==> config.mk <==
export PLATFORM = sky130hd
export DESIGN_NAME = ilst_cell
export DESIGN_NICKNAME = d
export VERILOG_FILES = /design/src/rtl/ilst_pkg.sv /design/src/rtl/ilst_cell.sv
export SDC_FILE = /design/constraint.sdc
export NUM_CORES = 1
export LEC_CHECK = 0
export ABC_AREA = 1
export BUFFER_PORTS_ARGS = -buffer_cell sky130_fd_sc_hd__buf_4
export CAP_MARGIN = 20
export CORE_AREA = 2 2 74 76
export CTS_BUF_LIST = sky130_fd_sc_hd__clkbuf_2 sky130_fd_sc_hd__clkbuf_4 sky130_fd_sc_hd__clkbuf_8
export CTS_CLUSTER_SIZE = 28
export DETAILED_ROUTE_END_ITERATION = 8
export DIE_AREA = 0 0 76 78
export PLACE_DENSITY_LB_ADDON = 0.12
export REMOVE_ABC_BUFFERS = 1
export SETUP_SLACK_MARGIN = 0.4
export SLEW_MARGIN = 5
export SYNTH_ARGS = -nofsm -noshare
export SYNTH_HDL_FRONTEND = slang
export SYNTH_SLANG_ARGS = --single-unit
export TNS_END_PERCENT = 5
==> constraint.sdc <==
create_clock -name clk -period 4.7 [get_ports clk]
set_input_delay 0.47 -clock clk [delete_from_list [all_inputs] [get_ports clk]]
set_output_delay 0.47 -clock clk [all_outputs]
set_load 0.02 [all_outputs]
==> src/rtl/ilst_pkg.sv <==
// Package: shared types, codes and widths for the indexed insert/delete list.
package ilst_pkg;

	localparam int unsigned CAPACITY_DEF = 64;
	localparam int unsigned MODE_W       = 2;
	localparam int unsigned POS_W        = 7;
	localparam int unsigned DATA_W       = 32;
	localparam int unsigned STATUS_W     = 2;
	localparam int unsigned COUNT_W      = 7;

	typedef enum logic [MODE_W-1:0] {
		MODE_INSERT = 2'd0,
		MODE_DELETE = 2'd1,
		MODE_CLEAR  = 2'd2,
		MODE_NOP    = 2'd3
	} mode_t;

	typedef enum logic [STATUS_W-1:0] {
		ST_DONE      = 2'd0,
		ST_BAD_INDEX = 2'd1,
		ST_FULL      = 2'd2,
		ST_RSVD      = 2'd3
	} status_t;

	typedef struct packed {
		logic [MODE_W-1:0]         mode;
		logic [POS_W-1:0]          position;
		logic signed [DATA_W-1:0]  value;
	} req_t;

	typedef struct packed {
		logic [STATUS_W-1:0]       status;
		logic signed [DATA_W-1:0]  removed_value;
		logic [COUNT_W-1:0]        count;
	} rsp_t;

	// broadcast to every cell during the execute cycle
	typedef struct packed {
		logic                      ins;
		logic                      del;
		logic [POS_W-1:0]          position;
		logic signed [DATA_W-1:0]  value;
	} cell_ctl_t;

endpackage

==> src/rtl/ilst_cell.sv <==
// Module: one list cell; holds one entry and shifts to/from its neighbors.
module ilst_cell #(
	parameter int unsigned IDX = 0
) (
	input  logic                                clk,
	input  ilst_pkg::cell_ctl_t                 ctl,
	input  logic signed [ilst_pkg::DATA_W-1:0]  left_in,
	input  logic signed [ilst_pkg::DATA_W-1:0]  right_in,
	output logic signed [ilst_pkg::DATA_W-1:0]  data,
	output logic signed [ilst_pkg::DATA_W-1:0]  tap
);

	logic signed [ilst_pkg::DATA_W-1:0] data_q;
	logic eq;
	logic gt;

	assign eq = (32'(ctl.position) == 32'(IDX));
	assign gt = (32'(IDX) > 32'(ctl.position));

	always_ff @(posedge clk) begin
		if (ctl.ins) begin
			if (eq) begin
				data_q <= ctl.value;
			end else if (gt) begin
				data_q <= left_in;
			end
		end else if (ctl.del && (eq || gt)) begin
			data_q <= right_in;
		end
	end

	assign data = data_q;
	// masked read for the delete result; ORed across the row
	assign tap  = eq ? data_q : '0;

endmodule

== Yosys cells after proc, flatten, opt, wreduce, memory -nomap -nowiden ==
Cells that the tools add are included.
Storage, ports and cells
  register bits: 32
  bits of input ports: 106
  output and inout port bits: 64
  logic and storage cells: 10
Operators by class
  eq/ne operators: 1
  muxes and demuxes: 4
  reduce and logical (&&, ||, !) cells: 4
Operator list (count)
  two-way mux 32 bit: 4
  zero test 7 bit: 1
  != test 2 x 1 -> 1 bit (second input constant): 1
  AND reduction 2 bit: 1
  nonzero test 2 bit: 1
  logical AND 1 bit: 1

== Depth between registers and ports, before layout ==
Gate-level depths: netlist of run 1.
  depth after elaboration: 4
  depth in mapped cells: 4
  depth with buffers taken out: 3

== Least setup slack after synthesis of run 1 ==
No wires, ideal clock.
  kind: input port to flip-flop
  start point: input port ctl[32] (netlist bit)
  end point: register data_q, in the netlist data[0], enable pin
  library setup time: 461 ps
  arrival time: 2936 ps
  required time: 4239 ps
  slack: 1303 ps
  stages: 3
  buffers on the path: 0
  cell sequence: nor2_2 -> nand2_2 -> nor3_1
On the way
  longest elaborated chain between the ends: 4
  elaborated cells between the ends (all ways): 5
  those cells by class: eq/ne (1); reduce/logical (4)
Ends and longest elaborated chain
  start: declaration: RTL line ilst_cell.sv:6  | input ilst_pkg::cell_ctl_t ctl,
  zero test 7 bit *: RTL line ilst_cell.sv:17  | assign eq = (32'(ctl.position) == 32'(IDX));
  logical AND 1 bit: RTL line ilst_cell.sv:27  | end else if (ctl.del && (eq || gt)) begin
  nonzero test 2 bit (no line)
  AND reduction 2 bit (no line) *
  end signal: assignment: RTL line ilst_cell.sv:23  | data_q <= ctl.value;
  end signal: assignment: RTL line ilst_cell.sv:25  | data_q <= left_in;
  end signal: assignment: RTL line ilst_cell.sv:28  | data_q <= right_in;
  end: declaration: RTL line ilst_cell.sv:13  | logic signed [ilst_pkg::DATA_W-1:0] data_q;
Mark *: on every way between the ends. The rest lies on a longest branch, timed or not.
A chain may end at the register's enable or synchronous reset.

== Final worst setup path of run 1 ==
  start point: input port ctl[32] (netlist bit)
  end point: output port tap[0] (netlist bit)
On the way
  longest elaborated chain between the ends: 2
Ends and longest elaborated chain
  zero test 7 bit: RTL line ilst_cell.sv:17
  two-way mux 32 bit: RTL line ilst_cell.sv:34  | assign tap = eq ? data_q : '0;
  end: declaration: RTL line ilst_cell.sv:10  | output logic signed [ilst_pkg::DATA_W-1:0] tap
No other way between the ends.

==> results of run 1 <==
cell type report:
type | instances | share of cell area [%]
Tap cell | 70 | 2.88
Sequential cell | 32 | 31.6
Timing Repair Buffer | 139 | 34.3
Inverter | 65 | 8.02
Clock inverter | 2 | 0.247
Multi-Input combinational cell | 103 | 20.7
Clock buffer | 5 | 2.26
metrics by stage:
| step | hold WS, ns | setup slack, ns | util [%] |
|---|---|---|---|
| floorplan | 0.657 | 0.859 | - |
| global placement | 0.747 | 2.44 | 58.8 |
| detailed placement | 0.754 | 2.40 | 58.8 |
| CTS | 0.461 | 2.40 | 60.3 |
| global route | 0.460 | 2.30 | 60.3 |
| finish | 0.472 | 2.44 | 60.3 |
cells by family (layout without fill, tap and decap cells):
group                  count (synthesis)  count (layout)  synth area share [%]
AND/OR/NAND/NOR                       71              71                  23.9
flip-flops                            32              32                  49.3
AO/OA/AOI/OAI                         32              32                  8.21
buffers and inverters                 78             211                  18.7
worst paths after layout:
check	from	end	cells past startpoint	slack [ns]
worst max-delay path	ctl[32]	tap[0]	5	2.44
worst min-delay path	ctl[9]	data[9]$_DFFE_PP_	3	0.47
cells in the final DEF, fill, tap and decap left out:
cell type,synthesis,routed
nand2_2,2,2
edfxtp_1,32,32
o21ai_1,13,13
inv_1,65,65
buf_4,5,139
nand2_1,32,32
nor3_2,30,31
o21ai_0,19,19
nor2_1,3,3
clkbuf_8,0,5
clkinv_1,0,2
nor2_2,1,1
nor3_1,3,2
cell usage after synthesis:
library cell / number
inv_1: 65
edfxtp_1: 32
nand2_1: 32
nor3_2: 30
o21ai_0: 19
o21ai_1: 13
buf_6: 7
buf_4: 5
nor2_1: 3
nor3_1: 3
nand2_2: 2
clkbuf_1: 1
nor2_2: 1
power breakdown:
| part | switching [mW] | total, mW | internal [mW] |
|---|---|---|---|
| clock network | 0.0928 | 0.190 | 0.0975 |
| registers | 0.000706 | 0.319 | 0.318 |
| logic | 0.0392 | 0.0911 | 0.0518 |
| total | 0.133 | 0.600 | 0.467 |
metal layers:
metal / up-vias / track usage (%) / wire [um]
met5: - / 0 / 0
li1: 924 / - / -
met2: 79 / 30.8 / 2530
met1: 754 / 17.2 / 1620
met4: 0 / 4.36 / 46
met3: 5 / 7.33 / 478
==> flow_summary.toml, run 1 <==
[sta]
fin_tns_setup_ns = 0
rsz0062_at_grt = "no"
fmax_mhz = 443
fin_crit_ns = 2.26
finalSetupViolCount = 0
finalHoldViolations = 0
tightestPinTransition_ns = 0.973
fin_crit_sh_pct = 48.1
max-slew-margin-rel_pct = 34.9
maxSlewViolCount = 0

[drt]
num_vias = 1762
wl_um = 4680
ant_nets = 0
wl_per_cell_um = 11.2
drc_errors = 0
routed_via_density = 4.24
first_pass_iters = 4
drt_iter0_drc = 53

[yosys]
ys_types = 13
syn_avg_cell_area_um2 = 9.16
yosys-top-cells-area = "edfxtp_1 (49%), nor3_2 (15%), inv_1 (13%)"
syn-instance-count = 213
syn_area_mm2 = 0.00195
yosysSeqAreaShare_pct = 49.3
yosysWarnings = 0
netlist.area_leader.share_pct = 49.3
yosysTopAreaCell = "edfxtp_1"
synth_seq_cells = 32

[cells_and_area]
diodes = 0
largest_reg_flops = 32
regArea_um2 = 961
final_area_mm2 = 0.00304
nFillCells = 469
areaGrowthSynthToFinish_pct = 56.0
nNetsFinal = 452
fin_cells = 416
multiInputGateArea_um2 = 631
layout-drive-gt1-share_pct = 51.4

[grt]
grt_max_degree = 66
grt_pass1_wl_um = 7840
antenna_found_initial = 0
grt_pass1_vias = 1700
gr-total-overflow = 0
grt_use_total_pct = 16.6

[clock_network]
hold_buffers = 0
cts-htree-levels = 2
cts_tree = "yes"
clock_sinks = 32
clk_path_buf_depth = 2
path_clk_slew_ns = 0.06
post_cts_buffers = 0
cts-root-buf = "clkbuf_8"
post_cts_resized = 0
numCtsBuffers = 5

[worst_setup_path]
cp_top_family = "simple AND/OR/NAND/NOR gates"
critPathMaxFanout = 33
start_kind = "input pin"
path_common_cell = "buf_4"
cp-end-kind = "output port"
crit_type = "in -> out"
crit_required_ns = 4.23
arrival_ns = 1.79
path_buf_inv = 2
cp_cell_sequence = "buf_4, nor2_2, nand2_2, nor3_1, buf_4"
cpMaxStageDelayCell = "nand2_2"
max_stage_delay_ns = 0.52

[floorplanning]
core_area_mm2 = 0.00504
fp.dieArea_mm2 = 0.00593
std_cell_rows = 26
initial_utilization_pct = 38.7
die_h_um = 78
io_pins = 170
die_w_um = 76

[placement]
numPortBuffers = 137
dpl.cell_count = 409
dpl.hpwl_um = 3600
place_area_mm2 = 0.00297
gp_congestion = 0.726

[flow_run]
cap_violations = 0

[power_and_ir_drop]
p_leak_nw = 1.52
p_total_mw = 0.600
ir_worst_vdd_v = 0.000136
powerDensity_mw_per_mm2 = 197

[outcome]
status = "finished, final reports clean"

[hold_path]
hold_path_class = "in -> reg"
No activity file was read; power rests on OpenSTA's default activity.
==> run 2, diff against run 1 <==
==> constraint.sdc (replaced) <==
create_clock -name clk -period 2.2 [get_ports clk]
set_input_delay 0.22 -clock clk [delete_from_list [all_inputs] [get_ports clk]]
set_output_delay 0.22 -clock clk [all_outputs]
set_load 0.02 [all_outputs]
==> flow_summary.toml, run 2 (synthesis results as in run 1) <==
[floorplanning]
die_w_um = 76
die_h_um = 78
initial_utilization_pct = 38.7
fp.dieArea_mm2 = 0.00593
core_area_mm2 = 0.00504
std_cell_rows = 26
io_pins = 170

[grt]
grt_pass1_vias = 1710
antenna_found_initial = 0
grt_pass1_wl_um = 8010
gr-total-overflow = 0
grt_max_degree = 41
grt_use_total_pct = 17.2

[cells_and_area]
final_cell_mix = "buf_4 (142), inv_1 (65), nand2_1 (32), edfxtp_1 (32), nor3_2 (31)"
fin_util_pct = 61.3
layout.cells.most_common = "buf_4"
areaGrowthSynthToFinish_pct = 58.5
diodes = 0
largest_reg_flops = 32
nNetsFinal = 456
final_area_mm2 = 0.00309
layout-drive-gt1-share_pct = 52.4
fin_cells = 421

[placement]
gp_congestion = 0.718
numPortBuffers = 137
dpl.hpwl_um = 3780
dp_slack_ns = 0.596
dpl.cell_count = 413
place_area_mm2 = 0.00301

[power_and_ir_drop]
pwr-share-seq_pct = 51.8
powerDensity_mw_per_mm2 = 425
ir_worst_vdd_v = 0.000274
internal_power_mw = 1.01
p_total_mw = 1.31
combPwrFrac_pct = 15.3
switching_power_mw = 0.304
switching_share_pct = 23.2
clockPowerShare_pct = 32.9
p_leak_nw = 1.55

[sta]
finalSetupViolCount = 0
fin_crit_ns = 1.51
tightestPinTransition_ns = 0.427
fin_crit_sh_pct = 68.8
fmax_mhz = 660
holdWs_ns = 0.209
finalHoldViolations = 0
rsz0062_at_grt = "no"
maxSlewViolCount = 0
worst_slack_ns = 0.686
max-slew-margin-rel_pct = 71.4
fin_tns_setup_ns = 0

[clock_network]
clk_path_buf_depth = 2
numCtsBuffers = 5
cts-htree-levels = 2
post_cts_buffers = 0
cts-root-buf = "clkbuf_8"
path_clk_slew_ns = 0.07
clock_sinks = 32
hold_buffers = 0
cts_tree = "yes"
post_cts_resized = 0

[drt]
routed_via_density = 4.33
drc_errors = 0
ant_nets = 0
num_vias = 1822
drt_iter0_drc = 52
wl_um = 4820
wl_per_cell_um = 11.5
first_pass_iters = 4

[hold_path]
hold_path_depth = 3
hold_path_class = "in -> reg"
hp-start = "ctl[1]"

[worst_setup_path]
arrival_ns = 1.29
worstSetupStartpoint = "ctl[33]"
start_kind = "input pin"
cp-endpoint = "tap[31]"
critPathMaxFanout = 21
crit_type = "in -> out"
cp-end-kind = "output port"
crit_required_ns = 1.98

[outcome]
status = "finished, final reports clean"

[flow_run]
cap_violations = 0
## run 2: changes by cell type in the layout (fill, tap and decap cells not counted)
cell | previous run | this run
clkinv_1 | 2 | 1
buf_12 | 0 | 1
buf_4 | 139 | 142
clkinv_2 | 0 | 2
## run 2: critical path, cell delays in order
cell and delay (ns):
buf_4 0.11, nor2_1 0.11, nand2_2 0.26, buf_12 0.27, nor3_1 0.14, buf_4 0.17
## run 2: final cells by class
class                   count  area (um^2)
well taps                  70         87.6
flip-flops and latches     32          961
inverters                  65          244
fillers                   450         1950
clock inverters             3         13.8
clock buffers               5         68.8
repair buffers            143         1090
multi-input cells         103          631
## run 2: routing by layer
layer  GRT usage (%)  vias up  wire [um]
met5               0        -          0
met4            6.00        0         43
met3            8.26        4        540
met2            30.4       85       2560
met1            17.8      801       1680
li1                -      932          -
## run 2: worst min path at each step
stage	to	slack, ns
finish	data[1]$_DFFE_PP_	0.21
global route	data[9]$_DFFE_PP_	0.21
CTS	data[1]$_DFFE_PP_	0.20
detailed placement	data[1]$_DFFE_PP_	0.50
global placement	data[8]$_DFFE_PP_	0.50
floorplan	data[0]$_DFFE_PP_	0.41
## run 2: power by group through the flow
stage	Clock (mW)	Sequential, mW	Combinational [mW]
final	0.432	0.680	0.201
after global routing	0.474	0.680	0.228
after CTS	0.446	0.680	0.204
after detailed placement	0	0.694	0.204
after global placement	0	0.693	0.200
after floorplan	0	0.698	0.0620
==> run 3, diff against run 2 <==
==> constraint.sdc (replaced) <==
create_clock -name clk -period 1.5 [get_ports clk]
set_input_delay 0.15 -clock clk [delete_from_list [all_inputs] [get_ports clk]]
set_output_delay 0.15 -clock clk [all_outputs]
set_load 0.02 [all_outputs]
==> flow_summary.toml, run 3 (synthesis results as in run 1) <==
[sta]
finalSetupViolCount = 0
fmax_mhz = 853
fin_crit_ns = 1.17
rsz0062_at_grt = "yes"
max-slew-margin-rel_pct = 79.0
maxSlewViolCount = 0
fin_crit_sh_pct = 78.1
holdWs_ns = 0.140
fin_tns_setup_ns = 0
worst_slack_ns = 0.328
tightestPinTransition_ns = 0.314
finalHoldViolations = 0

[worst_setup_path]
cp_cell_sequence = "buf_4, nor2_4, nand2_4, clkbuf_16, nor3_4, buf_6"
crit_required_ns = 1.35
cp-end-kind = "output port"
arrival_ns = 1.02
cp_top_family = "buffers and inverters"
critPathMaxFanout = 7
path_buf_inv = 3
crit_type = "in -> out"
start_kind = "input pin"
max_stage_delay_ns = 0.20
cpMaxStageDelayCell = "clkbuf_16"

[cells_and_area]
final_cell_mix = "buf_4 (141), inv_1 (64), nand2_1 (32), edfxtp_1 (32), nor3_2 (22)"
nNetsFinal = 475
largest_reg_flops = 32
fin_cells = 440
layout-drive-gt1-share_pct = 56.2
final_area_mm2 = 0.00349
fin_util_pct = 69.3
diodes = 0
nFillCells = 431
layout.cells.most_common = "buf_4"
areaGrowthSynthToFinish_pct = 79.2

[clock_network]
path_clk_slew_ns = 0.07
cts-htree-levels = 2
clock_sinks = 32
numCtsBuffers = 5
cts_tree = "yes"
clk_path_buf_depth = 2
cts-root-buf = "clkbuf_8"

[hold_path]
hold_path_class = "in -> reg"

[placement]
dpl.hpwl_um = 3920
place_area_mm2 = 0.00301
numPortBuffers = 137
gp_congestion = 0.733
dp_slack_ns = 0.220
dpl.cell_count = 415

[drt]
wl_per_cell_um = 12.4
num_vias = 1918
ant_nets = 0
drc_errors = 0
routed_via_density = 4.36
drt_iter0_drc = 103
wl_um = 5460
first_pass_iters = 4

[floorplanning]
initial_utilization_pct = 38.7
die_h_um = 78
core_area_mm2 = 0.00504
io_pins = 170
die_w_um = 76
std_cell_rows = 26
fp.dieArea_mm2 = 0.00593

[grt]
grt_use_total_pct = 16.5
antenna_found_initial = 0
grt_max_degree = 39
gr-total-overflow = 0
grt_pass1_vias = 1644
grt_pass1_wl_um = 7620

[outcome]
status = "finished, final reports clean"

[power_and_ir_drop]
powerDensity_mw_per_mm2 = 567
p_total_mw = 1.98
ir_worst_vdd_v = 0.000466
p_leak_nw = 1.80

[flow_run]
cap_violations = 0
[run 3: layer usage]
metal | global-route usage, % | share of wire (%)
met1 | 17.3 | 36
met2 | 29.1 | 52
met3 | 7.91 | 11
met4 | 5.64 | 1.5
met5 | 0 | 0
[run 3: worst min-delay path: stages]
cell and delay [ns]:
buf_4 0.07, nand2_1 0.04, o21ai_0 0.05
[run 3: area by class of cell]
| type | instances | area [um^2] | share of cell area [%] |
|---|---|---|---|
| clock buffers | 5 | 68.8 | 1.97 |
| clock inverters | 3 | 13.8 | 0.394 |
| inverters | 65 | 244 | 6.98 |
| multi-input cells | 103 | 734 | 21.0 |
| flip-flops and latches | 32 | 961 | 27.5 |
| well taps | 70 | 87.6 | 2.51 |
| repair buffers | 162 | 1390 | 39.6 |
[run 3: worst paths after layout]
| kind | end | slack [ns] | cells past startpoint | startpoint |
|---|---|---|---|---|
| hold / removal | data[8]$_DFFE_PP_ | 0.14 | 3 | ctl[8] |
| setup / recovery | tap[15] | 0.33 | 6 | ctl[33] |
[run 3: power breakdown]
part | switching (mW) | total [mW] | internal [mW]
Clock | 0.315 | 0.630 | 0.314
Combinational | 0.150 | 0.352 | 0.203
Sequential | 0.00222 | 0.998 | 0.996
Total | 0.467 | 1.98 | 1.51
[run 3: what timing repair did]
item | CTS | global route
setup buffers | 5 | 7
gates resized for setup | 5 | 39
hold buffers | 0 | 0
gates cloned | 0 | 5
pin swaps | 6 | 13
hold endpoints to repair | 0 | 0
endpoints found under the setup margin | 32 | 37
